## src/rtl/assert_macros.svh

```systemverilog
// Assertion macros used by the top level RTL file of the bar ballistics block.
`ifndef ASSERT_MACROS_SVH
`define ASSERT_MACROS_SVH

// Checks that the condition post holds in every cycle in which pre holds.
`define SBB_ASSERT_IMPLIES(label, clk, rst_n, pre, post) \
	label: assert property (@(posedge clk) disable iff (!(rst_n)) (pre) |-> (post)) \
		else $error("implication check failed");

// Checks that the condition never holds while out of reset.
`define SBB_ASSERT_NEVER(label, clk, rst_n, cond) \
	label: assert property (@(posedge clk) disable iff (!(rst_n)) !(cond)) \
		else $error("forbidden condition seen");

`endif

```

## src/rtl/sbb_pkg.sv

```systemverilog
// Package with the types, constants and register codes of the bar ballistics block.
package sbb_pkg;

	// Defaults of the top level parameters.
	localparam int BAND_COUNT_DEFAULT  = 12;
	localparam int BLOCK_PITCH_DEFAULT = 7;

	// Fixed field widths.
	localparam int BAND_W   = 4;
	localparam int LEVEL_W  = 8;
	localparam int HEIGHT_W = 7;
	localparam int COEF_W   = 8;
	localparam int HOLD_W   = 4;
	localparam int SMOOTH_W = 15;
	localparam int FRAC_W   = 8;
	localparam int CFG_IDX_W  = 2;
	localparam int CFG_DATA_W = 8;

	// Register reset values.
	localparam logic [COEF_W-1:0]   RISE_RESET  = 8'd90;
	localparam logic [COEF_W-1:0]   FALL_RESET  = 8'd38;
	localparam logic [HOLD_W-1:0]   HOLD_RESET  = 4'd12;
	localparam logic [HEIGHT_W-1:0] LIMIT_RESET = 7'd84;

	// Configuration register indexes.
	typedef enum logic [CFG_IDX_W-1:0] {
		CFG_RISE  = 2'd0,
		CFG_FALL  = 2'd1,
		CFG_HOLD  = 2'd2,
		CFG_LIMIT = 2'd3
	} cfg_idx_t;

	// One band's stored state, as kept in the state memory.
	typedef struct packed {
		logic [SMOOTH_W-1:0] smooth;
		logic [HEIGHT_W-1:0] shown;
		logic [HEIGHT_W-1:0] peak;
		logic [HOLD_W-1:0]   hold;
	} entry_t;

	// Context that travels with an item down the pipeline.
	typedef struct packed {
		logic [BAND_W-1:0] band;
		logic              in_range;
		entry_t            ent;
	} ctx_t;

endpackage

```

## src/rtl/sbb_ram.sv

```systemverilog
// Generic single write port, single read port RAM with a registered read.
module sbb_ram #(
	parameter int WIDTH = 8,
	parameter int DEPTH = 16,
	localparam int AW = (DEPTH > 1) ? $clog2(DEPTH) : 1
) (
	input  logic             clk,
	input  logic             we,
	input  logic [AW-1:0]    waddr,
	input  logic [WIDTH-1:0] wdata,
	input  logic             re,
	input  logic [AW-1:0]    raddr,
	output logic [WIDTH-1:0] rdata
);

	logic [WIDTH-1:0] mem_q [DEPTH];

	// A read at the address being written returns the old contents.
	always_ff @(posedge clk) begin
		if (we) begin
			mem_q[waddr] <= wdata;
		end
		if (re) begin
			rdata <= mem_q[raddr];
		end
	end

endmodule

```

## src/rtl/spectrum_bar_ballistics_top.sv

```systemverilog
// Top level of the spectrum bar ballistics block: smoothing and peak hold per band.
// An input transfer loads stage one, and the item then moves through stages two to six into
// the output register. Throughput: one band level per cycle while no level names a band
// still held in one of the six stages; such a level waits until that band's state is
// written back. A result that is not taken halts the whole pipeline.
// Reset: registers take their default values and all per-band valid bits clear, so every band
// reads as zero state; there is no clearing pass and the block is ready right after reset.
`include "assert_macros.svh"

module spectrum_bar_ballistics_top #(
	parameter int BAND_COUNT  = sbb_pkg::BAND_COUNT_DEFAULT,
	parameter int BLOCK_PITCH = sbb_pkg::BLOCK_PITCH_DEFAULT
) (
	input  logic                            clk,
	input  logic                            arst_n,
	// Configuration write port.
	input  logic                            cfg_we,
	input  logic [sbb_pkg::CFG_IDX_W-1:0]   cfg_index,
	input  logic [sbb_pkg::CFG_DATA_W-1:0]  cfg_data,
	// Input channel.
	input  logic                            in_valid,
	output logic                            in_ready,
	input  logic [sbb_pkg::BAND_W-1:0]      band_number,
	input  logic [sbb_pkg::LEVEL_W-1:0]     band_level,
	// Result channel.
	output logic                            out_valid,
	input  logic                            out_ready,
	output logic [sbb_pkg::BAND_W-1:0]      result_band,
	output logic [sbb_pkg::HEIGHT_W-1:0]    bar_height,
	output logic [sbb_pkg::HEIGHT_W-1:0]    prior_bar_height,
	output logic [sbb_pkg::HEIGHT_W-1:0]    peak_height,
	output logic [sbb_pkg::HEIGHT_W-1:0]    prior_peak_height,
	output logic                            peak_moved
);

	// Address width of the state memory.
	localparam int AW = (BAND_COUNT > 1) ? $clog2(BAND_COUNT) : 1;
	// Division by the block pitch is done as a multiplication by a rounded-up reciprocal.
	// With heights below 128 and a pitch of at most 16 the quotient is exact for 16 fraction bits.
	localparam int RECIP_SH = 16;
	localparam int RECIP    = ((1 << RECIP_SH) + BLOCK_PITCH - 1) / BLOCK_PITCH;
	localparam int QPROD_W  = sbb_pkg::HEIGHT_W + RECIP_SH + 1;
	localparam int BPROD_W  = sbb_pkg::HEIGHT_W + 5;
	localparam int PROD_W   = sbb_pkg::SMOOTH_W + sbb_pkg::COEF_W;

	// ------------------------------------------------------------------
	// Configuration registers. Writes must come only while the block is idle; it does not check.
	// ------------------------------------------------------------------
	logic [sbb_pkg::COEF_W-1:0]   rise_q;
	logic [sbb_pkg::COEF_W-1:0]   fall_q;
	logic [sbb_pkg::HOLD_W-1:0]   hold_frames_q;
	logic [sbb_pkg::HEIGHT_W-1:0] limit_q;

	always_ff @(posedge clk or negedge arst_n) begin
		if (!arst_n) begin
			rise_q        <= sbb_pkg::RISE_RESET;
			fall_q        <= sbb_pkg::FALL_RESET;
			hold_frames_q <= sbb_pkg::HOLD_RESET;
			limit_q       <= sbb_pkg::LIMIT_RESET;
		end else if (cfg_we) begin
			case (sbb_pkg::cfg_idx_t'(cfg_index))
				sbb_pkg::CFG_RISE:  rise_q        <= cfg_data;
				sbb_pkg::CFG_FALL:  fall_q        <= cfg_data;
				sbb_pkg::CFG_HOLD:  hold_frames_q <= cfg_data[sbb_pkg::HOLD_W-1:0];
				sbb_pkg::CFG_LIMIT: limit_q       <= cfg_data[sbb_pkg::HEIGHT_W-1:0];
				default: ;
			endcase
		end
	end

	// ------------------------------------------------------------------
	// Pipeline registers.
	// ------------------------------------------------------------------
	logic                          vld_s1, vld_s2, vld_s3, vld_s4, vld_s5, vld_s6;
	logic [sbb_pkg::BAND_W-1:0]    band_s1;
	logic                          inr_s1;
	logic                          ent_vld_s1;
	logic [sbb_pkg::LEVEL_W-1:0]   level_s1;
	sbb_pkg::ctx_t                 ctx_s2, ctx_s3, ctx_s4, ctx_s5, ctx_s6;
	logic                          rise_s2, rise_s3;
	logic [sbb_pkg::SMOOTH_W-1:0]  diff_s2;
	logic [sbb_pkg::COEF_W-1:0]    coef_s2;
	logic [PROD_W-1:0]             prod_s3;
	logic [sbb_pkg::SMOOTH_W-1:0]  snew_s4, snew_s5, snew_s6;
	logic [sbb_pkg::HEIGHT_W-1:0]  raw_s5;
	logic [sbb_pkg::HEIGHT_W-1:0]  quot_s6;

	logic                          out_valid_q;
	logic [sbb_pkg::BAND_W-1:0]    result_band_q;
	logic [sbb_pkg::HEIGHT_W-1:0]  bar_q, prior_bar_q, peak_q, prior_peak_q;
	logic                          moved_q;

	// The whole pipeline moves together; it only halts when the output register is full and
	// its result is not taken. The stages in front of it hold items meanwhile.
	logic adv;
	logic hazard;
	logic accept;
	assign adv    = !out_valid_q || out_ready;
	assign accept = in_valid && in_ready;

	// Input band, extended to the memory address width, and its range check.
	logic [sbb_pkg::BAND_W+AW-1:0] band_ext;
	logic [AW-1:0]                 in_addr;
	logic                          in_range;
	assign band_ext = {{AW{1'b0}}, band_number};
	assign in_addr  = band_ext[AW-1:0];
	assign in_range = 32'(band_number) < 32'(BAND_COUNT);

	// A band whose state is still being updated in the pipeline must not be read again
	// until the write back has happened; the read would otherwise return stale state.
	assign hazard =
		(vld_s1 && inr_s1 && (band_s1 == band_number)) ||
		(vld_s2 && ctx_s2.in_range && (ctx_s2.band == band_number)) ||
		(vld_s3 && ctx_s3.in_range && (ctx_s3.band == band_number)) ||
		(vld_s4 && ctx_s4.in_range && (ctx_s4.band == band_number)) ||
		(vld_s5 && ctx_s5.in_range && (ctx_s5.band == band_number)) ||
		(vld_s6 && ctx_s6.in_range && (ctx_s6.band == band_number));
	assign in_ready = adv && !hazard;

	// ------------------------------------------------------------------
	// State memory and its per-band valid bits. An entry never written reads as zero.
	// ------------------------------------------------------------------
	logic [BAND_COUNT-1:0] valid_q;
	logic                  ram_we;
	logic [AW-1:0]         ram_waddr;
	sbb_pkg::entry_t       ram_wdata;
	logic                  ram_re;
	sbb_pkg::entry_t       ram_rdata;
	logic [sbb_pkg::BAND_W+AW-1:0] wband_ext;

	assign ram_re    = accept && in_range;
	assign wband_ext = {{AW{1'b0}}, ctx_s6.band};
	assign ram_waddr = wband_ext[AW-1:0];
	assign ram_we    = adv && vld_s6 && ctx_s6.in_range;

	sbb_ram #(
		.WIDTH ($bits(sbb_pkg::entry_t)),
		.DEPTH (BAND_COUNT)
	) u_state_ram (
		.clk   (clk),
		.we    (ram_we),
		.waddr (ram_waddr),
		.wdata (ram_wdata),
		.re    (ram_re),
		.raddr (in_addr),
		.rdata (ram_rdata)
	);

	always_ff @(posedge clk or negedge arst_n) begin
		if (!arst_n) begin
			valid_q <= '0;
		end else if (ram_we) begin
			valid_q[ram_waddr] <= 1'b1;
		end
	end

	// ------------------------------------------------------------------
	// Stage 1: state read data arrives; form the target and the distance to it.
	// ------------------------------------------------------------------
	sbb_pkg::entry_t               ent_s1;
	logic [sbb_pkg::HEIGHT_W-1:0]  tgt_px_s1;
	logic [sbb_pkg::SMOOTH_W-1:0]  target_s1;
	logic                          rising_s1;

	assign ent_s1    = ent_vld_s1 ? ram_rdata : '0;
	assign tgt_px_s1 = (level_s1 > {1'b0, limit_q}) ? limit_q
		: level_s1[sbb_pkg::HEIGHT_W-1:0];
	assign target_s1 = {tgt_px_s1, {sbb_pkg::FRAC_W{1'b0}}};
	assign rising_s1 = target_s1 > ent_s1.smooth;

	// ------------------------------------------------------------------
	// Stage 4 and 5 arithmetic: apply the scaled step, then round to pixels and clamp.
	// Falling steps round the magnitude up, which floors the signed step.
	// ------------------------------------------------------------------
	logic [PROD_W:0]               dec_sum_s3;
	logic [sbb_pkg::SMOOTH_W-1:0]  inc_s3, dec_s3;
	logic [sbb_pkg::SMOOTH_W:0]    round_sum_s4;
	logic [sbb_pkg::LEVEL_W-1:0]   raw8_s4;
	logic [QPROD_W-1:0]            qprod_s5;

	assign inc_s3       = prod_s3[sbb_pkg::FRAC_W +: sbb_pkg::SMOOTH_W];
	assign dec_sum_s3   = (PROD_W+1)'(prod_s3) + (PROD_W+1)'(255);
	assign dec_s3       = dec_sum_s3[sbb_pkg::FRAC_W +: sbb_pkg::SMOOTH_W];
	assign round_sum_s4 = (sbb_pkg::SMOOTH_W+1)'(snew_s4) + (sbb_pkg::SMOOTH_W+1)'(128);
	assign raw8_s4      = round_sum_s4[sbb_pkg::FRAC_W +: sbb_pkg::LEVEL_W];
	assign qprod_s5     = QPROD_W'(raw_s5) * QPROD_W'(RECIP);

	// ------------------------------------------------------------------
	// Stage 6: snap to whole blocks and run the peak hold and decay.
	// ------------------------------------------------------------------
	logic [BPROD_W-1:0]            bprod_s6;
	logic [sbb_pkg::HEIGHT_W-1:0]  bar_s6;
	logic [sbb_pkg::HEIGHT_W-1:0]  gap_s6, drop_s6, pk_next_s6, pk_s6;
	logic [sbb_pkg::HOLD_W-1:0]    hold_next_s6;
	logic [sbb_pkg::HEIGHT_W-1:0]  old_bar_s6, old_peak_s6;

	assign bprod_s6 = BPROD_W'(quot_s6) * BPROD_W'(BLOCK_PITCH);
	assign bar_s6   = bprod_s6[sbb_pkg::HEIGHT_W-1:0];
	assign gap_s6   = ctx_s6.ent.peak - bar_s6;

	always_comb begin
		drop_s6      = {2'b00, gap_s6[sbb_pkg::HEIGHT_W-1:2]};
		pk_next_s6   = ctx_s6.ent.peak;
		hold_next_s6 = ctx_s6.ent.hold;
		if (drop_s6 == '0) begin
			drop_s6 = sbb_pkg::HEIGHT_W'(1);
		end
		if (bar_s6 >= ctx_s6.ent.peak) begin
			// A new peak: take the bar and restart the hold time.
			pk_next_s6   = bar_s6;
			hold_next_s6 = hold_frames_q;
		end else if (ctx_s6.ent.hold != '0) begin
			hold_next_s6 = ctx_s6.ent.hold - sbb_pkg::HOLD_W'(1);
		end else if (ctx_s6.ent.peak > drop_s6) begin
			pk_next_s6 = ctx_s6.ent.peak - drop_s6;
		end else begin
			pk_next_s6 = '0;
		end
	end

	assign pk_s6       = (pk_next_s6 > limit_q) ? limit_q : pk_next_s6;
	assign old_bar_s6  = (ctx_s6.ent.shown > limit_q) ? limit_q : ctx_s6.ent.shown;
	assign old_peak_s6 = (ctx_s6.ent.peak > limit_q) ? limit_q : ctx_s6.ent.peak;

	assign ram_wdata.smooth = snew_s6;
	assign ram_wdata.shown  = bar_s6;
	assign ram_wdata.peak   = pk_s6;
	assign ram_wdata.hold   = hold_next_s6;

	// ------------------------------------------------------------------
	// Pipeline control: valid bits of every stage and of the output register.
	// ------------------------------------------------------------------
	always_ff @(posedge clk or negedge arst_n) begin
		if (!arst_n) begin
			vld_s1      <= 1'b0;
			vld_s2      <= 1'b0;
			vld_s3      <= 1'b0;
			vld_s4      <= 1'b0;
			vld_s5      <= 1'b0;
			vld_s6      <= 1'b0;
			out_valid_q <= 1'b0;
		end else if (adv) begin
			vld_s1      <= accept;
			vld_s2      <= vld_s1;
			vld_s3      <= vld_s2;
			vld_s4      <= vld_s3;
			vld_s5      <= vld_s4;
			vld_s6      <= vld_s5;
			out_valid_q <= vld_s6;
		end
	end

	// Pipeline payload. It moves on the same condition as the valid bits.
	always_ff @(posedge clk) begin
		if (adv) begin
			band_s1    <= band_number;
			inr_s1     <= in_range;
			ent_vld_s1 <= in_range && valid_q[in_addr];
			level_s1   <= band_level;

			ctx_s2.band     <= band_s1;
			ctx_s2.in_range <= inr_s1;
			ctx_s2.ent      <= ent_s1;
			rise_s2         <= rising_s1;
			diff_s2         <= rising_s1 ? (target_s1 - ent_s1.smooth)
				: (ent_s1.smooth - target_s1);
			coef_s2         <= rising_s1 ? rise_q : fall_q;

			ctx_s3  <= ctx_s2;
			rise_s3 <= rise_s2;
			prod_s3 <= PROD_W'(diff_s2) * PROD_W'(coef_s2);

			ctx_s4  <= ctx_s3;
			snew_s4 <= rise_s3 ? (ctx_s3.ent.smooth + inc_s3) : (ctx_s3.ent.smooth - dec_s3);

			ctx_s5  <= ctx_s4;
			snew_s5 <= snew_s4;
			raw_s5  <= (raw8_s4 > {1'b0, limit_q}) ? limit_q : raw8_s4[sbb_pkg::HEIGHT_W-1:0];

			ctx_s6  <= ctx_s5;
			snew_s6 <= snew_s5;
			quot_s6 <= qprod_s5[RECIP_SH +: sbb_pkg::HEIGHT_W];

			// A band out of range reports zero heights and changes no state.
			result_band_q <= ctx_s6.band;
			bar_q         <= ctx_s6.in_range ? bar_s6 : '0;
			prior_bar_q   <= ctx_s6.in_range ? old_bar_s6 : '0;
			peak_q        <= ctx_s6.in_range ? pk_s6 : '0;
			prior_peak_q  <= ctx_s6.in_range ? old_peak_s6 : '0;
			moved_q       <= ctx_s6.in_range && (old_peak_s6 != '0) && (old_peak_s6 != pk_s6);
		end
	end

	assign out_valid         = out_valid_q;
	assign result_band       = result_band_q;
	assign bar_height        = bar_q;
	assign prior_bar_height  = prior_bar_q;
	assign peak_height       = peak_q;
	assign prior_peak_height = prior_peak_q;
	assign peak_moved        = moved_q;

	// ------------------------------------------------------------------
	// Assertions.
	// ------------------------------------------------------------------
	// The interlock keeps a read from ever meeting a write to the same band.
	`SBB_ASSERT_NEVER(a_no_rw_collision, clk, arst_n, ram_we && ram_re && (ram_waddr == in_addr))
	// Reported heights never exceed the height limit.
	`SBB_ASSERT_IMPLIES(a_heights_limited, clk, arst_n, out_valid_q,
		(bar_q <= limit_q) && (peak_q <= limit_q) && (prior_peak_q <= limit_q))
	// A band out of range always reports an empty result.
	`SBB_ASSERT_IMPLIES(a_out_of_range_empty, clk, arst_n,
		out_valid_q && (32'(result_band_q) >= 32'(BAND_COUNT)),
		(bar_q == '0) && (peak_q == '0) && !moved_q)

endmodule

```

## config.mk

```make
export PLATFORM = sky130hd
export DESIGN_NAME = spectrum_bar_ballistics_top
export DESIGN_NICKNAME = d
export VERILOG_FILES = /design/src/rtl/sbb_pkg.sv /design/src/rtl/sbb_ram.sv /design/src/rtl/spectrum_bar_ballistics_top.sv
export VERILOG_INCLUDE_DIRS = /design/src /design/src/rtl
export SDC_FILE = /design/constraint.sdc
export NUM_CORES = 1
export LEC_CHECK = 0
export BUFFER_PORTS_ARGS = -buffer_cell sky130_fd_sc_hd__clkbuf_2
export CAP_MARGIN = 20
export CORE_ASPECT_RATIO = 0.7
export CORE_MARGIN = 3
export CORE_UTILIZATION = 65
export CTS_BUF_LIST = sky130_fd_sc_hd__clkbuf_4
export CTS_CLUSTER_SIZE = 25
export DETAILED_ROUTE_END_ITERATION = 10
export HOLD_SLACK_MARGIN = 0.08
export PLACE_DENSITY = 0.82
export SLEW_MARGIN = 10
export SYNTH_ARGS = -nofsm -noshare
export SYNTH_HDL_FRONTEND = slang
export SYNTH_HIERARCHICAL = 1
export SYNTH_SLANG_ARGS = --single-unit
```

## constraint.sdc

```tcl
create_clock -name clk -period 11.7 [get_ports clk]
set_input_delay 1.17 -clock clk [delete_from_list [all_inputs] [get_ports clk]]
set_output_delay 1.17 -clock clk [all_outputs]
set_load 0.05 [all_outputs]
```

# Word-level counts from Yosys, hierarchy flattened
# Memory sizes are Yosys's and may differ from the RTL's. A register that Yosys moved wholly into a read port is not among the register bits.
# Cells that the tools add are included.
# word_totals
regBits,343
latchBits,0
ramBits,396
mem_bits_ro,0
in_bits,27
output_inout_bits,35
word_cells,153
n_memories,1
# memory_table
name,depth,word_bits,rd,rd_ports_with_merged_regs,wr,line_no,rtl
u_state_ram.mem_q,12,33,1,1,1,sbb_ram.sv:16,logic [WIDTH-1:0] mem_q [DEPTH];
# op_classes
add_sub_neg,9
mul,3
div_mod_pow,0
magnitude_cmp,12
eq_ne,10
shift,0
muxes,21
bitwise,1
n_reduce_logical,37
# ops
cell,count
7-bit 2-to-1 mux,8
15-bit subtractor,3
33-bit 2-to-1 mux,1
15-bit 2-to-1 mux,2
7-bit greater-than comparator,4
4-bit equality test,6
23-bit by 8-bit adder with 23-bit output (second input constant),1
15-bit by 8-bit multiplier with 23-bit output,1
1-bit logical AND,21
7-bit by 14-bit multiplier with 21-bit output (second input constant),1
15-bit by 8-bit adder with 16-bit output (second input constant),1
8-bit by 7-bit greater-than comparator with 1-bit output,2
15-bit adder,1
15-bit greater-than comparator,1
7-bit subtractor,2
12-bit OR,1
4-bit by 5-bit < comparator with 1-bit output (second input constant),2
4-bit 2-to-1 mux,2
8-bit 2-to-1 mux,1
2-bit AND reduction,4
7-bit >= comparator,1
5-bit by 3-bit multiplier with 7-bit output (second input constant),1
7-bit inequality test,1
7-bit nonzero test,1
other kinds (14),24

# Depth between registers and ports, before layout
# depth
depth_word,12
depth_mapped,33
ltp_nobuf,32

# Modules after synthesis
# The synthesis kept the hierarchy.
# by_module_without_submodules
module,n_inst,cells_per_inst,area_per_inst_um2,seq_area_each_um2
spectrum_bar_ballistics_top,1,1615,20136.8,10054.6
sbb_ram,1,685,16034.1,12882.4

# Least setup slack after synthesis
# OpenSTA, ideal clock, no wires.
# synth_path
path_kind,input port to flip-flop
startpoint,in out_ready
endpoint,"reg u_state_ram.rdata[0] (read register of u_state_ram.mem_q), enable pin"
setup_ns,0.434
arrival_ns,11.106
required_ns,11.266
slack_ns,0.160
path_stages,7
path_buffers,1
cell_sequence,nor2b_1 > clkbuf_1 > inv_1 > nand4_1 > nor4_1 > nand2_1 > a21oi_1
# synth_via
elab_chain_len,4
# synth_rtl
item,line_no,rtl
start: declaration,spectrum_bar_ballistics_top.sv:27,"input logic out_ready,"
1-bit logical OR,spectrum_bar_ballistics_top.sv:98,assign adv = !out_valid_q || out_ready;
net adv,spectrum_bar_ballistics_top.sv:95,logic adv;
1-bit logical AND,spectrum_bar_ballistics_top.sv:118,assign in_ready = adv && !hazard;
net in_ready,spectrum_bar_ballistics_top.sv:22,"output logic in_ready,"
1-bit logical AND,spectrum_bar_ballistics_top.sv:99,assign accept = in_valid && in_ready;
1-bit logical AND,spectrum_bar_ballistics_top.sv:131,assign ram_re = accept && in_range;
net ram_re,spectrum_bar_ballistics_top.sv:127,logic ram_re;
end: declaration,sbb_ram.sv:13,output logic [WIDTH-1:0] rdata
# The timed path passes the listed nets, and every way through them passes these cells.
# A chain may end at the register's enable or synchronous reset.

# Final worst setup path
# layout_path
startpoint,reg quot_s6[0] (netlist name)
endpoint,"reg moved_q (netlist: peak_moved), data pin"
# layout_via
elab_chain_len,12
word_cells_on_any_way,14
cone_classes,add/sub (2); mul (1); order compare (3); eq/ne (1); mux (5); reduce/logical (2)
# layout_rtl
item,line_no,rtl
start: declaration,spectrum_bar_ballistics_top.sv:86,logic [sbb_pkg::HEIGHT_W-1:0] quot_s6;
start signal: assignment,spectrum_bar_ballistics_top.sv:282,quot_s6 <= qprod_s5[RECIP_SH +: sbb_pkg::HEIGHT_W];
5-bit by 3-bit multiplier with 7-bit output *,spectrum_bar_ballistics_top.sv:197,assign bprod_s6 = BPROD_W'(quot_s6) * BPROD_W'(BLOCK_PITCH);
"net bar_s6, one bit",spectrum_bar_ballistics_top.sv:192,logic [sbb_pkg::HEIGHT_W-1:0] bar_s6;
7-bit subtractor,spectrum_bar_ballistics_top.sv:199,assign gap_s6 = ctx_s6.ent.peak - bar_s6;
5-bit logical NOT,spectrum_bar_ballistics_top.sv:205,if (drop_s6 == '0) begin
5-bit 2-to-1 mux,spectrum_bar_ballistics_top.sv:205,
7-bit subtractor or 7-bit greater-than comparator (tied branches),"spectrum_bar_ballistics_top.sv:215, spectrum_bar_ballistics_top.sv:214",
7-bit 2-to-1 mux,spectrum_bar_ballistics_top.sv:214,end else if (ctx_s6.ent.peak > drop_s6) begin
7-bit 2-to-1 mux,spectrum_bar_ballistics_top.sv:212,end else if (ctx_s6.ent.hold != '0) begin
7-bit 2-to-1 mux *,spectrum_bar_ballistics_top.sv:208,if (bar_s6 >= ctx_s6.ent.peak) begin
7-bit greater-than comparator,spectrum_bar_ballistics_top.sv:221,assign pk_s6 = (pk_next_s6 > limit_q) ? limit_q : pk_next_s6;
7-bit 2-to-1 mux *,spectrum_bar_ballistics_top.sv:221,
"net pk_s6, one bit",spectrum_bar_ballistics_top.sv:193,"logic [sbb_pkg::HEIGHT_W-1:0] gap_s6, drop_s6, pk_next_s6, pk_s6;"
7-bit inequality test *,spectrum_bar_ballistics_top.sv:290,moved_q <= ctx_s6.in_range && (old_peak_s6 != '0) && (old_peak_s6 != pk_s6);
1-bit logical AND *,spectrum_bar_ballistics_top.sv:290,
end signal: assignment,spectrum_bar_ballistics_top.sv:290,
end: declaration,spectrum_bar_ballistics_top.sv:91,logic moved_q;
# Mark *: on every way through the listed nets, which the timed path passes. The rest lies on a longest branch.

==> impl_metrics.json <==
{
  "die_x_um": 288.0,
  "totalWireLength_mm": 81.35,
  "clock_path_buffers": 3,
  "grt_max_degree": 159,
  "finalCriticalPeriod_ns": 8.448,
  "setup_viol": 0,
  "drive_gt1_frac": 0.2156,
  "synth_area_leaders": "edfxtp_1 60%, ha_1 5.8%, fa_1 5.0%",
  "postCtsResizedCells": 0,
  "critical-path-max-stage-delay_ns": 0.90,
  "seq_area_frac_synth": 0.6341,
  "synthDistinctLibCells": 78,
  "ff_latch_area_um2": 22940,
  "placement.io_buffers": 61,
  "grt_pass1_vias": 21258,
  "max_cap_violations": 0,
  "final_common_cell": "edfxtp_1",
  "slew_violations": 0,
  "dr.max_layer_used": "met5",
  "dr_wl_met3_mm": 9.253,
  "crit_type": "reg2reg",
  "finClkSkew_ns": 0.04743,
  "final_cell_area_um2": 39660,
  "multiInputGateArea_um2": 12420,
  "nFillCells": 3362,
  "grt_first_pass_wirelength_mm": 124.9,
  "dpl_cell_area_um2": 37400,
  "die_area_um2": 58560,
  "period_share": 0.7220,
  "grt-ovfl-total": 0,
  "rows": 71,
  "finalSetupTns_ns": 0,
  "rsz0062_at_grt": "false",
  "fin_cells": 3364,
  "insertion_delay_ns": 0.94,
  "vias": 20927,
  "fmax_mhz": 118.4,
  "cts_setup_buffers": 0,
  "clk_pin_slew_worst_paths_ns": 0.07,
  "antenna_found_initial": 4,
  "end_kind": "flip-flop",
  "drt-pass1-iter-count": 6,
  "cp.arrival_ns": 9.08,
  "initial_core_util": 0.6653,
  "syn_nets": 2585,
  "synth_seq_cells": 771,
  "root_buffer": "clkbuf_4",
  "hold_class": "in2async",
  "drc": 0,
  "rr_worst_depth": 32,
  "final_nets": 2788,
  "synth_top_area_share": 0.6019,
  "syn_avg_cell_area_um2": 15.73,
  "worstPathRequired_ns": 12.34,
  "dr_wl_met2_mm": 36.08,
  "final_hold_viol_count": 0,
  "drt-vias-per-instance": 6.221,
  "synth_ff_type": "edfxtp_1",
  "path_max_fanout": 17,
  "ioPinCount": 62,
  "area_delta_synth_final_pct": 9.651,
  "syn-cell-area_um2": 36170,
  "startpoint_type": "flip-flop",
  "synth-edff-count": 725,
  "yosysWarnings": 6,
  "post_drt_wl_per_cell_um": 24.18,
  "grt_usage": 0.2858,
  "detail-route-antenna-nets": 0,
  "place_congestion": 0.8684,
  "die_height_um": 203.4,
  "wl_met1_mm": 34.54,
  "relSlewSlack": 0.2710,
  "drt_iter0_drc": 2372,
  "status": "complete, no violations",
  "h-tree-depth": 4,
  "cpMostUsedCell": "ha_1",
  "clock-sinks": 771,
  "hpwl_mm": 49.97,
  "syn-instance-count": 2300,
  "numCtsBuffers": 174,
  "yosysTopAreaCell": "edfxtp_1",
  "cts_tree": "built",
  "crit_slowest_cell": "fa_1",
  "tightest_slew_ns": 1.093,
  "dpl.cell_count": 3054,
  "final_cell_mix": "725 x edfxtp_1, 261 x clkbuf_4, 168 x ha_1",
  "async_flop_share": 0.05966,
  "hold_buffers": 0,
  "coreArea_um2": 54370
}
==> synthesized netlist by cell type, drive strengths merged (3+ instances only) <==
cell type,instances
dfrtp,34
nand4,15
edfxtp,725
xor2,48
nor3,28
mux4,69
buf,26
nand2,130
and2,94
a311oi,4
a211oi,4
nand3,23
a41o,3
nand3b,8
a211o,3
o41ai,3
dfstp,12
a31oi,12
nor2,74
or4,7
o221ai,33
o21bai,7
o31ai,8
or2,12
ha,168
inv,145
and3,4
nor2b,31
o21ai,43
a21o,30
mux2,57
clkbuf,44
nor3b,3
mux2i,84
a22oi,33
fa,90
o22ai,3
a21oi,57
o21a,16
nor4,10
or3,5
o31a,3
xnor2,62
nand2b,10
==> metrics by stage <==
step	util	setup WS (ns)	hold WS (ns)
4_1_cts	0.7290	2.825	0.3208
3_3_place_gp	0.6879	3.115	0.4012
5_1_grt	0.7295	2.499	0.3243
3_5_place_dp	0.6879	2.920	0.4045
6_report	0.7295	3.252	0.3575
2_1_floorplan	-	0.1598	0.4003
==> kinds of logic (layout without fill, tap and decap cells) <==
logic type	count (synthesis)	after routing	synth area share
muxes	210	210	0.08426
DFF	771	771	0.6341
adders and majority gates	258	258	0.1079
and+or+nand+nor	459	459	0.06469
buffers and inverters	215	545	0.02546
xor gates and xnor gates	110	110	0.02684
other	0	4	0
AOI/OAI and AO/OA	277	277	0.05670
==> cell type report <==
| cell class | count | area share |
|---|---|---|
| flip-flops and latches | 771 | 0.5783 |
| diodes | 4 | 0.0002524 |
| repair buffers | 97 | 0.01505 |
| well taps | 730 | 0.02303 |
| inverters | 145 | 0.01391 |
| multi-input cells | 1314 | 0.3132 |
| clock buffers | 259 | 0.04902 |
| clock inverters | 44 | 0.007224 |
==> flip-flops by register name, summed over array words and instances (netlist names), 8 cells and up <==
register and count:
diff_s2 14, snew_s5 15, snew_s4 15, ctx_s4 23
ctx_s6 19, ctx_s2 38, u_state_ram/rdata 33, rise_q 8
fall_q 8, snew_s6 15, prod_s3 23, ctx_s5 23
valid_q 12, u_state_ram/mem_q 396, coef_s2 8, level_s1 8
ctx_s3 38
==> critical path, delay by kind of cell, from the launching register on <==
kind | cells | cell delay, ns
adder cells (fa/ha/maj) | 7 | 2.88
AO/OA/AOI/OAI | 11 | 2.06
AND/OR/NAND/NOR | 9 | 1.74
flip-flops | 1 | 0.73
XOR/XNOR | 2 | 0.41
buffers and inverters | 3 | 0.36
==> layer usage <==
| metal | GRT usage | up-vias |
|---|---|---|
| li1 | - | 9151 |
| met1 | 0.4404 | 10513 |
| met2 | 0.4124 | 1132 |
| met3 | 0.07363 | 127 |
| met4 | 0.07538 | 4 |
| met5 | 0 | - |
==> final timing paths <==
kind,startpoint,endpoint,slack [ns]
max,quot_s6[0],peak_moved,3.25
min reg2reg,ctx_s2[22],ctx_s3[22],0.40
max in group asynchronous,arst_n,rise_q[7],10.84
max reg2reg,quot_s6[0],peak_moved,3.25
min in group clk,ctx_s2[22],ctx_s3[22],0.40
min,arst_n,valid_q[9],0.36
Power is not shown: default switching activity piles up to over one toggle a cycle in this logic, so the estimate is an artifact.
